[config.mk]
export PLATFORM = sky130hd
export DESIGN_NAME = tcw_ctrl
export DESIGN_NICKNAME = d
export VERILOG_FILES = /design/src/design/assert_macros.svh /design/src/design/tcw_pkg.sv /design/src/design/tcw_ctrl.sv
export SDC_FILE = /design/constraint.sdc
export NUM_CORES = 1
export LEC_CHECK = 0
export ABC_CLOCK_PERIOD_IN_PS = 1400
export BUFFER_PORTS_ARGS = -buffer_cell sky130_fd_sc_hd__clkbuf_2
export CAP_MARGIN = 20
export CORE_AREA = 2 2 39 41
export CTS_BUF_LIST = sky130_fd_sc_hd__clkbuf_16
export DETAILED_ROUTE_END_ITERATION = 10
export DIE_AREA = 0 0 41 43
export PLACE_DENSITY = 0.67
export SYNTH_ARGS = -nofsm -noshare
export SYNTH_HDL_FRONTEND = slang
export SYNTH_SLANG_ARGS = --single-unit
[constraint.sdc]
create_clock -name clk -period 1.4 [get_ports clk]
set_input_delay 0.28 -clock clk [delete_from_list [all_inputs] [get_ports clk]]
set_output_delay 0.28 -clock clk [all_outputs]
set_load 0.05 [all_outputs]
[src/design/assert_macros.svh]
// ---------------------------------------------------------------------------
// assert_macros.svh
// Shared concurrent assertion macros, clocked on clk and held off in reset
// ---------------------------------------------------------------------------
`ifndef ASSERT_MACROS_SVH
`define ASSERT_MACROS_SVH

// condition must hold at every clock edge out of reset
`define ASSERT_ALWAYS(lbl, cond, msg) \
  lbl: assert property (@(posedge clk) disable iff (!rst_n) (cond)) else $error(msg);

// when ante holds, cons must hold in the next cycle
`define ASSERT_NEXT(lbl, ante, cons, msg) \
  lbl: assert property (@(posedge clk) disable iff (!rst_n) (ante) |=> (cons)) \
    else $error(msg);

`endif

[src/design/tcw_pkg.sv]
// ---------------------------------------------------------------------------
// tcw_pkg
// Shared widths, codes and control/status types of the text console writer
// ---------------------------------------------------------------------------
package tcw_pkg;

  // default screen geometry
  localparam int COLUMNS_DEF = 80;
  localparam int ROWS_DEF    = 25;

  // fixed field widths
  localparam int MODE_W  = 2;
  localparam int GLYPH_W = 8;
  localparam int ATTR_W  = 8;
  localparam int INDEX_W = 11;
  localparam int POS_W   = 11;
  localparam int CELL_W  = 16;

  // character and attribute codes
  localparam logic [GLYPH_W-1:0] NEWLINE_CODE = 8'd10;
  localparam logic [GLYPH_W-1:0] SPACE_CODE   = 8'd32;
  localparam logic [ATTR_W-1:0]  RESET_ATTR   = 8'h07;

  // request modes
  typedef enum logic [MODE_W-1:0] {
    MODE_PUT   = 2'd0,
    MODE_CLEAR = 2'd1,
    MODE_READ  = 2'd2,
    MODE_NONE  = 2'd3
  } mode_t;

  // controller states
  typedef enum logic [2:0] {
    ST_INIT,
    ST_IDLE,
    ST_EXEC,
    ST_SCROLL,
    ST_CLEAR,
    ST_READ,
    ST_RESULT
  } state_t;

  // kind of store sweep running this cycle
  typedef enum logic [1:0] {
    SW_NONE,
    SW_FILL,
    SW_COPY
  } sweep_t;

  // controller to datapath commands
  typedef struct packed {
    logic   item_ld;
    logic   cursor_step;
    logic   cursor_home;
    logic   read_item;
    logic   sweep_start;
    sweep_t sweep_kind;
    logic   fill_init;
    logic   result_ld;
  } ctl_cmd_t;

  // datapath to controller status
  typedef struct packed {
    mode_t mode;
    logic  wraps_bottom;
    logic  fill_last;
    logic  copy_last;
    logic  out_free;
  } dp_status_t;

endpackage

[src/design/tcw_ctrl.sv]
// ---------------------------------------------------------------------------
// tcw_ctrl
// Controller: sequences reset fill, put, scroll, clear and read requests
// ---------------------------------------------------------------------------
module tcw_ctrl (
  input  logic                clk,
  input  logic                rst_n,
  input  logic                in_valid,
  output logic                in_ready,
  input  tcw_pkg::dp_status_t sts,
  output tcw_pkg::ctl_cmd_t   cmd
);

  tcw_pkg::state_t state_r, state_nxt;
  tcw_pkg::state_t done_state;

  // where to go once a result is ready
  assign done_state = sts.out_free ? tcw_pkg::ST_IDLE : tcw_pkg::ST_RESULT;

  // state register
  always_ff @(posedge clk) begin
    if (!rst_n) begin
      state_r <= tcw_pkg::ST_INIT;
    end else begin
      state_r <= state_nxt;
    end
  end

  // next state
  always_comb begin
    state_nxt = state_r;
    unique case (state_r)
      tcw_pkg::ST_INIT: begin
        if (sts.fill_last) state_nxt = tcw_pkg::ST_IDLE;
      end
      tcw_pkg::ST_IDLE: begin
        if (in_valid) state_nxt = tcw_pkg::ST_EXEC;
      end
      tcw_pkg::ST_EXEC: begin
        unique case (sts.mode)
          tcw_pkg::MODE_PUT: begin
            state_nxt = sts.wraps_bottom ? tcw_pkg::ST_SCROLL : done_state;
          end
          tcw_pkg::MODE_CLEAR: state_nxt = tcw_pkg::ST_CLEAR;
          tcw_pkg::MODE_READ:  state_nxt = tcw_pkg::ST_READ;
          default:             state_nxt = done_state;
        endcase
      end
      tcw_pkg::ST_SCROLL: begin
        if (sts.copy_last) state_nxt = done_state;
      end
      tcw_pkg::ST_CLEAR: begin
        if (sts.fill_last) state_nxt = done_state;
      end
      tcw_pkg::ST_READ:   state_nxt = done_state;
      tcw_pkg::ST_RESULT: begin
        if (sts.out_free) state_nxt = tcw_pkg::ST_IDLE;
      end
      default: state_nxt = tcw_pkg::ST_INIT;
    endcase
  end

  // commands
  always_comb begin
    cmd      = '0;
    in_ready = 1'b0;
    unique case (state_r)
      tcw_pkg::ST_INIT: begin
        cmd.sweep_kind = tcw_pkg::SW_FILL;
        cmd.fill_init  = 1'b1;
      end
      tcw_pkg::ST_IDLE: begin
        in_ready    = 1'b1;
        cmd.item_ld = in_valid;
      end
      tcw_pkg::ST_EXEC: begin
        unique case (sts.mode)
          tcw_pkg::MODE_PUT: begin
            cmd.cursor_step = 1'b1;
            if (sts.wraps_bottom) begin
              cmd.sweep_start = 1'b1;
            end else begin
              cmd.result_ld = sts.out_free;
            end
          end
          tcw_pkg::MODE_CLEAR: begin
            cmd.cursor_home = 1'b1;
            cmd.sweep_start = 1'b1;
          end
          tcw_pkg::MODE_READ: cmd.read_item = 1'b1;
          default:            cmd.result_ld = sts.out_free;
        endcase
      end
      tcw_pkg::ST_SCROLL: begin
        cmd.sweep_kind = tcw_pkg::SW_COPY;
        cmd.result_ld  = sts.copy_last && sts.out_free;
      end
      tcw_pkg::ST_CLEAR: begin
        cmd.sweep_kind = tcw_pkg::SW_FILL;
        cmd.result_ld  = sts.fill_last && sts.out_free;
      end
      tcw_pkg::ST_READ:   cmd.result_ld = sts.out_free;
      tcw_pkg::ST_RESULT: cmd.result_ld = sts.out_free;
      default: begin
      end
    endcase
  end

endmodule

== After elaboration in Yosys (flattened, before gate mapping) ==
Cells that the tools add are included.

* Multiplexer cells: 22
* Eq/ne operators: 13
* Reductions and logical operators: 8

{| class="wikitable"
|+ Operators by type and width
! operator !! count
|-
| $mux W3 || 7
|-
| $pmux W3 S7 || 1
|-
| $ne A2 B2 Y1 const B || 5
|-
| $eq A3 B3 Y1 const B || 3
|-
| $pmux W3 S3 || 1
|-
| $mux W1 || 8
|-
| $eq A3 B2 Y1 const B || 2
|-
| $reduce_or A2 Y1 || 3
|-
| $reduce_and A5 Y1 || 1
|-
| $mux W4 || 1
|-
| $pmux W1 S2 || 2
|-
| $pmux W1 S4 || 1
|-
| $pmux W2 S2 || 1
|-
| $eq A3 B1 Y1 const B || 1
|-
| $logic_not A3 Y1 || 1
|-
| $eq A2 B1 Y1 const B || 1
|-
| $eq A2 B2 Y1 const B || 1
|-
| $logic_and A1 B1 Y1 || 2
|-
| $logic_not A2 Y1 || 1
|}

* Register bits: 3
* Logic and storage cells: 44
* Input bits: 9

== Depth between registers and ports, before layout ==
Gate-level depths: netlist of run 1.

* Depth in word-level cells: 4
* Mapped depth: 6
* Depth with buffers taken out: 6

== Least setup slack after synthesis of run 1 ==
OpenSTA, ideal clock, no wires.

* Path kind: input port to output port
* Start point: input sts[4] in the netlist's numbering
* End point: output cmd[0] in the netlist's numbering
* Path buffers: 0
* Slack: -0.828 ns
* Data required time: 1.120 ns
* Cell stages on the path: 6
* Data arrival time: 1.948 ns
* Cells stage by stage: inv_1 -> ha_1 -> nand2b_1 -> a21oi_1 -> nor2_1 -> nor3_1

{| class="wikitable"
|+ RTL lines
! item !! RTL line !! text
|-
| start, declared || tcw_ctrl.sv:10 || <nowiki>input tcw_pkg::dp_status_t sts,</nowiki>
|-
| end, declared || tcw_ctrl.sv:11 || <nowiki>output tcw_pkg::ctl_cmd_t cmd</nowiki>
|}

==> reports/results.txt, run 1 <==
Later-pin clock latency in the skew report = 0.22 ns
Number of enable-type register cells in the synthesized netlist = 0
Initial Util = 36.8%
Comb pwr share = 73.4%
Number of clock sinks seen by CTS = 3
Root cell of the clock tree = clkbuf_16
Overall die width = 41 µm
Post-place setup slack = -0.224 ns
Critical Path Start Type = flip-flop
Run status = finished with violations
Normalized max-slew margin = 73.4%
Cts-stage hold buffer count = 0
P&R area growth vs syn = 126%
Fraction of final layout cells sized beyond drive strength 1 = 70.4%
Nets = 123
Final core area utilization = 83.0%
Placement Rows = 14
Yosys warning total = 0
Internal power = 1.29 mW
Antenna fix cells = 0
Most flops, register = state_r
CTS tree = built
Routability Congestion = 0.853
Number of vias after detailed routing = 712
Violated checks = setup timing
Hold slack final = 0.327 ns
Number of setup violations in the final report = 9
Critical Path Fanout Max = 5
Sw Pwr = 1.08 mW
Vias in the first global route = 661
Area of combinational cells with multiple inputs = 587 µm²
Setup slack of the worst register-to-register path = -0.15 ns
Final period demand of the worst path = 1.72 ns
Initial antenna violation count = 0
Global-route wire length before repair = 3.04 mm
Summed instance area of the synthesized netlist = 509 µm²
Clock Skews = 0.00387 ns
Hold Path End = state_r[1]
Count of buffers inserted at the top-level ports = 18
Smallest setup slack after layout = -0.316 ns
Number of distinct library cells after synthesis = 30
Number of instances in the synthesized netlist = 69
Reported max-cap violation count = 0
Largest area contributor in the synthesized netlist = ha_1
Average size of a mapped cell = 7.38 µm²
Top-Level Pins = 19
Leading cell type by number of instances after synthesis = nor2_1
Final design instance area without fill = 0.00115 mm²
RSZ-0062 raised after global routing = yes
Post-Route Setup TNS = -1.22 ns
Total power per unit cell area = 2070 mW/mm²
Total iterations of the first detailed-routing run = 4
Die boundary height = 43 µm
Series of cell instances along the critical path = buf_12 -> nor2b_1 -> a21oi_1 -> nor2_2 -> nor3_4 -> buf_8
Switching portion of total power = 45.5%
Synth Register Bits = 3
Type of element capturing the critical path = output port
Relative contribution of the clock network to total power = 18.8%
Count of fill cells added during filler insertion = 65
Total routing resource utilization after global routing = 25.6%
HPWL after DPL = 1.16 mm
Maximum number of pins on one net before global-route repair = 10
Placeable core region = 0.00138 mm²
Commonest cells in the netlist = 8 x nor2_1, 6 x nand2b_1
Leak Pwr = 0.487 nW
Final Routed Wirelength = 2.34 mm
Max incr delay on CP = 0.35 ns
Proportion of synthesized chip area in sequential cells = 11.8%
Final hold violation count = 0
Mapped Nets = 83
Largest regs = state_r x3
Proportion of register bits with asynchronous set or reset after synthesis = 0%
Drc violations = 0
GR Overflow Total = 0
Area share of the largest cell type after synthesis = 12.3%
Routed len/inst = 18.9 µm
Worst R2R End = state_r[0]
Period Utilization, post-route = 123%
CTS HTree Levels = 1
Critical Path AT = 1.44 ns
Detailed router's first-iteration violation count = 28
Post-place instance area = 792 µm²
Launch point of the worst reg-to-reg path = state_r[0]
Worst-case vdd ir drop = 1.70 mV
Clock buffers created by TritonCTS = 3
Total area of sequential cells = 68.8 µm²
R2R depth = 7
Transition time at the pin with the least slew margin = 0.394 ns
Critical path type = reg2out
Antenna-violating nets left = 0
Flip-flop count of the largest register after layout = 3
FMAX = 0.583 GHz
Hold wc startpoint = rst_n
Clock edge transition at the registers on the reported setup and hold paths = 0.03 ns
Share of power burned in registers = 7.8%
Die outline area = 0.00176 mm²
Min-Delay Path Class = in2reg
Cell type of the slowest stage on the worst timing path = dfxtp_4
CTS Buffer Depth = 2
Final Max Tran Viols = 0
Required time of the critical path = 1.12 ns
Worst hold path stage count = 3
Vias/cell = 5.74
Cell types occupying the most area after synthesis = ha_1 12%, dfxtp_1 12%, nand2b_1 7.4%
Prevailing post-synth register cell = dfxtp_1
## cells by family (layout without fill, tap and decap cells)
| logic type | Yosys count | count (layout) | synth area share, % |
|---|---|---|---|
| AND/OR/NAND/NOR | 37 | 37 | 41.8 |
| AO/OA/AOI/OAI | 18 | 18 | 27.8 |
| buffers and inverters | 6 | 45 | 6.39 |
| flip-flops | 3 | 3 | 11.8 |
| adder cells (fa/ha/maj) | 5 | 5 | 12.3 |
## power groups by stage
| stage | sequential (mW) | clock (mW) | combinational, mW |
|---|---|---|---|
| after floorplan | 0.151 | 0 | 0.890 |
| after detailed placement | 0.160 | 0 | 1.26 |
| after global routing | 0.185 | 0.461 | 1.81 |
| final | 0.185 | 0.448 | 1.74 |
| after global placement | 0.159 | 0 | 1.24 |
| after CTS | 0.178 | 0.449 | 1.46 |
## area by class of cell
| type | instances | share of cell area, % |
|---|---|---|
| multi-input cells | 60 | 51.1 |
| repair buffers | 38 | 32.9 |
| flip-flops and latches | 3 | 5.99 |
| well taps | 16 | 1.74 |
| clock buffers | 3 | 6.54 |
| inverters | 3 | 1.42 |
| clock inverters | 1 | 0.327 |
## metrics by stage
stage / std cells / total power, mW
after CTS: 121 / 2.09
after global placement: 116 / 1.40
final: 124 / 2.38
after global routing: 124 / 2.45
after detailed placement: 116 / 1.41
after floorplan: 69 / 1.04
## worst max-delay path: cells and delay by family (launching register included)
family	cells	cell delay, ns
AO/OA/AOI/OAI	1	0.22
AND/OR/NAND/NOR	3	0.35
flip-flops	1	0.35
buffers and inverters	2	0.29
## worst max path at each step
stage               cells after the start  endpoint  slack, ns  startpoint
floorplan                               5    cmd[0]      -0.06      sts[4]
global placement                        8    cmd[0]      -0.17      sts[5]
detailed placement                      8    cmd[0]      -0.22      sts[5]
CTS                                     6    cmd[0]      -0.21  state_r[0]
global route                            6    cmd[0]      -0.39  state_r[0]
finish                                  6    cmd[0]      -0.32  state_r[0]
## repair_timing
action                     CTS  global route
buffers inserted             1             3
gates resized for setup     35            28
pin swaps                    4            13
setup endpoints to repair    9            13
## placed cells by master, fill, tap and decap left out, types with 2 or more instances in the layout
cell type,synthesis,layout
a21oi_1,5,4
and2_4,0,5
buf_2,2,2
buf_4,0,16
buf_6,1,3
buf_8,0,4
clkbuf_16,0,6
clkbuf_2,0,6
clkbuf_4,0,2
dfxtp_4,0,2
ha_4,0,3
inv_1,3,2
inv_4,0,2
nand2_1,5,5
nand2b_1,6,3
nand2b_4,0,3
nand3_1,2,2
nor2_1,8,4
nor2_2,0,2
nor2_4,0,2
nor3_4,0,3
o21ai_1,1,2
## routing by layer
metal | vias up | wire, µm | track usage [%]
li1 | 320 | - | -
met1 | 350 | 969 | 30.9
met2 | 36 | 1230 | 45.0
met3 | 6 | 88 | 4.71
met4 | 0 | 50 | 4.00
met5 | - | 0 | 0
Note: power is estimated with default switching activity, not from simulation.
==> run 2: changes to the inputs <==
Settings changed: SETUP_SLACK_MARGIN from default to 0.02.
==> run 2 against run 1 <==
Clock-buffer cell count is the same. Setup slack gained 0.056 ns. Non-clock buffer count grew 2. Critical path type unchanged. Maximum frequency grew 3.3%. Clock skew shrank 0.00099 ns. Sequential share of layout area shrank 0.20 points. Critical endpoint unchanged. Clock power is essentially flat. The flow still finishes with violations (setup timing). Final cell count grew 1.6%.
==> reports/results.txt, run 2 (synthesis results as in run 1) <==
Number of vias after detailed routing = 707 (-0.70%)
Drc violations = 0 (unchanged)
Min-Delay Path Class = in2reg
Final design instance area without fill = 0.00119 mm² (+3.5%)
Post-place setup slack = -0.224 ns (unchanged)
Root cell of the clock tree = clkbuf_16
Cell type group with the largest total delay on the critical path = simple AND/OR/NAND/NOR gates
RSZ-0062 raised after global routing = yes
Final period demand of the worst path = 1.66 ns (-0.0555 ns)
Antenna fix cells = 0 (unchanged)
Cell type of the slowest stage on the worst timing path = dfxtp_4
Worst path bufs/invs = 2 (unchanged)
Later-pin clock latency in the skew report = 0.22 ns (about the same)
Most flops, register = state_r
Total power per unit cell area = 2090 mW/mm² (+1.0%)
Normalized max-slew margin = 73.4% (about the same)
Critical Path AT = 1.38 ns (-0.06 ns)
Type of element capturing the critical path = output port
Maximum number of pins on one net before global-route repair = 10 (unchanged)
Detailed router's first-iteration violation count = 34 (+21%)
Clock edge transition at the registers on the reported setup and hold paths = 0.03 ns (about the same)
Highest-count cells in the layout ignoring fill and taps = 19 x buf_4, 7 x buf_8, 6 x clkbuf_16, 6 x clkbuf_2
Number of setup violations in the final report = 10 (+1)
Reported max-cap violation count = 0 (unchanged)
Nets = 125 (+1.6%)
Series of cell instances along the critical path = buf_12 -> nor2b_1 -> a21oi_1 -> nor2_2 -> nor3_4 -> buf_8
Flip-flop count of the largest register after layout = 3 (unchanged)
Hold slack final = 0.320 ns (-0.00670 ns)
CTS Buffer Depth = 2 (unchanged)
Number of clock sinks seen by CTS = 3 (unchanged)
Overall die width = 41 µm (unchanged)
Largest regs = state_r x3
Critical Path Start Type = flip-flop
Global-route wire length before repair = 3.06 mm (+0.46%)
Cts-stage hold buffer count = 0 (unchanged)
FMAX = 0.602 GHz (+3.3%)
Clock buffers created by TritonCTS = 3 (unchanged)
Critical path type = reg2out
Setup slack of the worst register-to-register path = -0.09 ns (+0.06 ns)
Leak Pwr = 0.506 nW (+3.8%)
Die outline area = 0.00176 mm² (unchanged)
Final hold violation count = 0 (unchanged)
Post-Route Setup TNS = -0.932 ns (+0.292 ns)
Final Max Tran Viols = 0 (unchanged)
Clock Skews = 0.00288 ns (-0.000989 ns)
Post-place instance area = 792 µm² (unchanged)
Transition time at the pin with the least slew margin = 0.396 ns (+0.00252 ns)
Placement Rows = 14 (unchanged)
Routability Congestion = 0.853 (unchanged)
Antenna-violating nets left = 0 (unchanged)
Total routing resource utilization after global routing = 25.9% (+0.30 points)
Final Routed Wirelength = 2.44 mm (+4.2%)
Most common library cell in the layout ignoring fill and taps = buf_4
Count of buffers inserted at the top-level ports = 18 (unchanged)
Placeable core region = 0.00138 mm² (unchanged)
Initial Util = 36.8% (unchanged)
Run status = finished with violations
Vias/cell = 5.61 (-2.3%)
Critical Path Fanout Max = 5 (unchanged)
CTS tree = built
Initial antenna violation count = 0 (unchanged)
Worst-case vdd ir drop = 1.79 mV (+5.1%)
Max incr delay on CP = 0.35 ns (about the same)
Vias in the first global route = 666 (+0.76%)
Total iterations of the first detailed-routing run = 5 (+1)
Violated checks = setup timing
Period Utilization, post-route = 119% (-4.0 points)
P&R area growth vs syn = 133%
Fraction of final layout cells sized beyond drive strength 1 = 70.9% (+0.54 points)
CTS HTree Levels = 1 (unchanged)
Required time of the critical path = 1.12 ns (about the same)
HPWL after DPL = 1.16 mm (unchanged)
Top-Level Pins = 19 (unchanged)
Die boundary height = 43 µm (unchanged)
Routed len/inst = 19.3 µm (+2.5%)
GR Overflow Total = 0 (unchanged)
Final core area utilization = 85.9% (+2.9 points)
Smallest setup slack after layout = -0.260 ns (+0.0555 ns)
run 2: changes by cell type in the layout (fill, tap and decap cells not counted):
cell      change
buf_2         -2
buf_4         +3
buf_8         +3
clkbuf_4      -1
clkbuf_8      -1
nand2b_1      -1
nand2b_4      +1
o21ai_1       +1
o21ai_2       -1
run 2: what timing repair did:
action,4_1_cts,5_1_grt
pin swaps,5,10
setup buffers,1,5
endpoints found under the setup margin,10,13
resized for setup,38,35
run 2: worst reg2reg max path: cells and delay by family, from the launching register on:
kind	cells	cell delay [ns]
simple gates	2	0.30
buf+inv	3	0.32
flops	1	0.36
compound gates	2	0.39
run 2: final timing paths:
kind / cells past startpoint / endpoint / from
max: 6 / cmd[0] / state_r[0]
min: 3 / state_r[1] / rst_n
max reg2reg: 7 / state_r[0] / state_r[0]
min reg2reg: 3 / state_r[2] / state_r[2]
run 2: report_power, final:
| group | switching [mW] | total (mW) | internal (mW) |
|---|---|---|---|
| logic | 0.981 | 1.85 | 0.873 |
| registers | 0.0490 | 0.184 | 0.135 |
| clock network | 0.0777 | 0.446 | 0.368 |
| total | 1.11 | 2.48 | 1.38 |
run 2: cell type report:
type / count / area [µm²]
multi-input cells: 60 / 591
clock buffers: 3 / 75.1
flip-flops and latches: 3 / 68.8
repair buffers: 40 / 414
well taps: 16 / 20.0
clock inverters: 1 / 3.75
inverters: 3 / 16.3
fillers: 58 / 195
run 2: metal layers:
| metal | global-route usage, % | wire [µm] | vias up |
|---|---|---|---|
| li1 | - | - | 323 |
| met1 | 30.2 | 1020 | 352 |
| met2 | 45.3 | 1270 | 28 |
| met3 | 5.24 | 103 | 4 |
| met4 | 6.00 | 38 | 0 |
| met5 | 0 | 0 | - |
run 2: metrics by stage:
step / total power, mW / cells
after floorplan: 1.04 / 69
after global placement: 1.40 / 116
after detailed placement: 1.41 / 116
after CTS: 2.12 / 121
after global routing: 2.57 / 126
final: 2.48 / 126
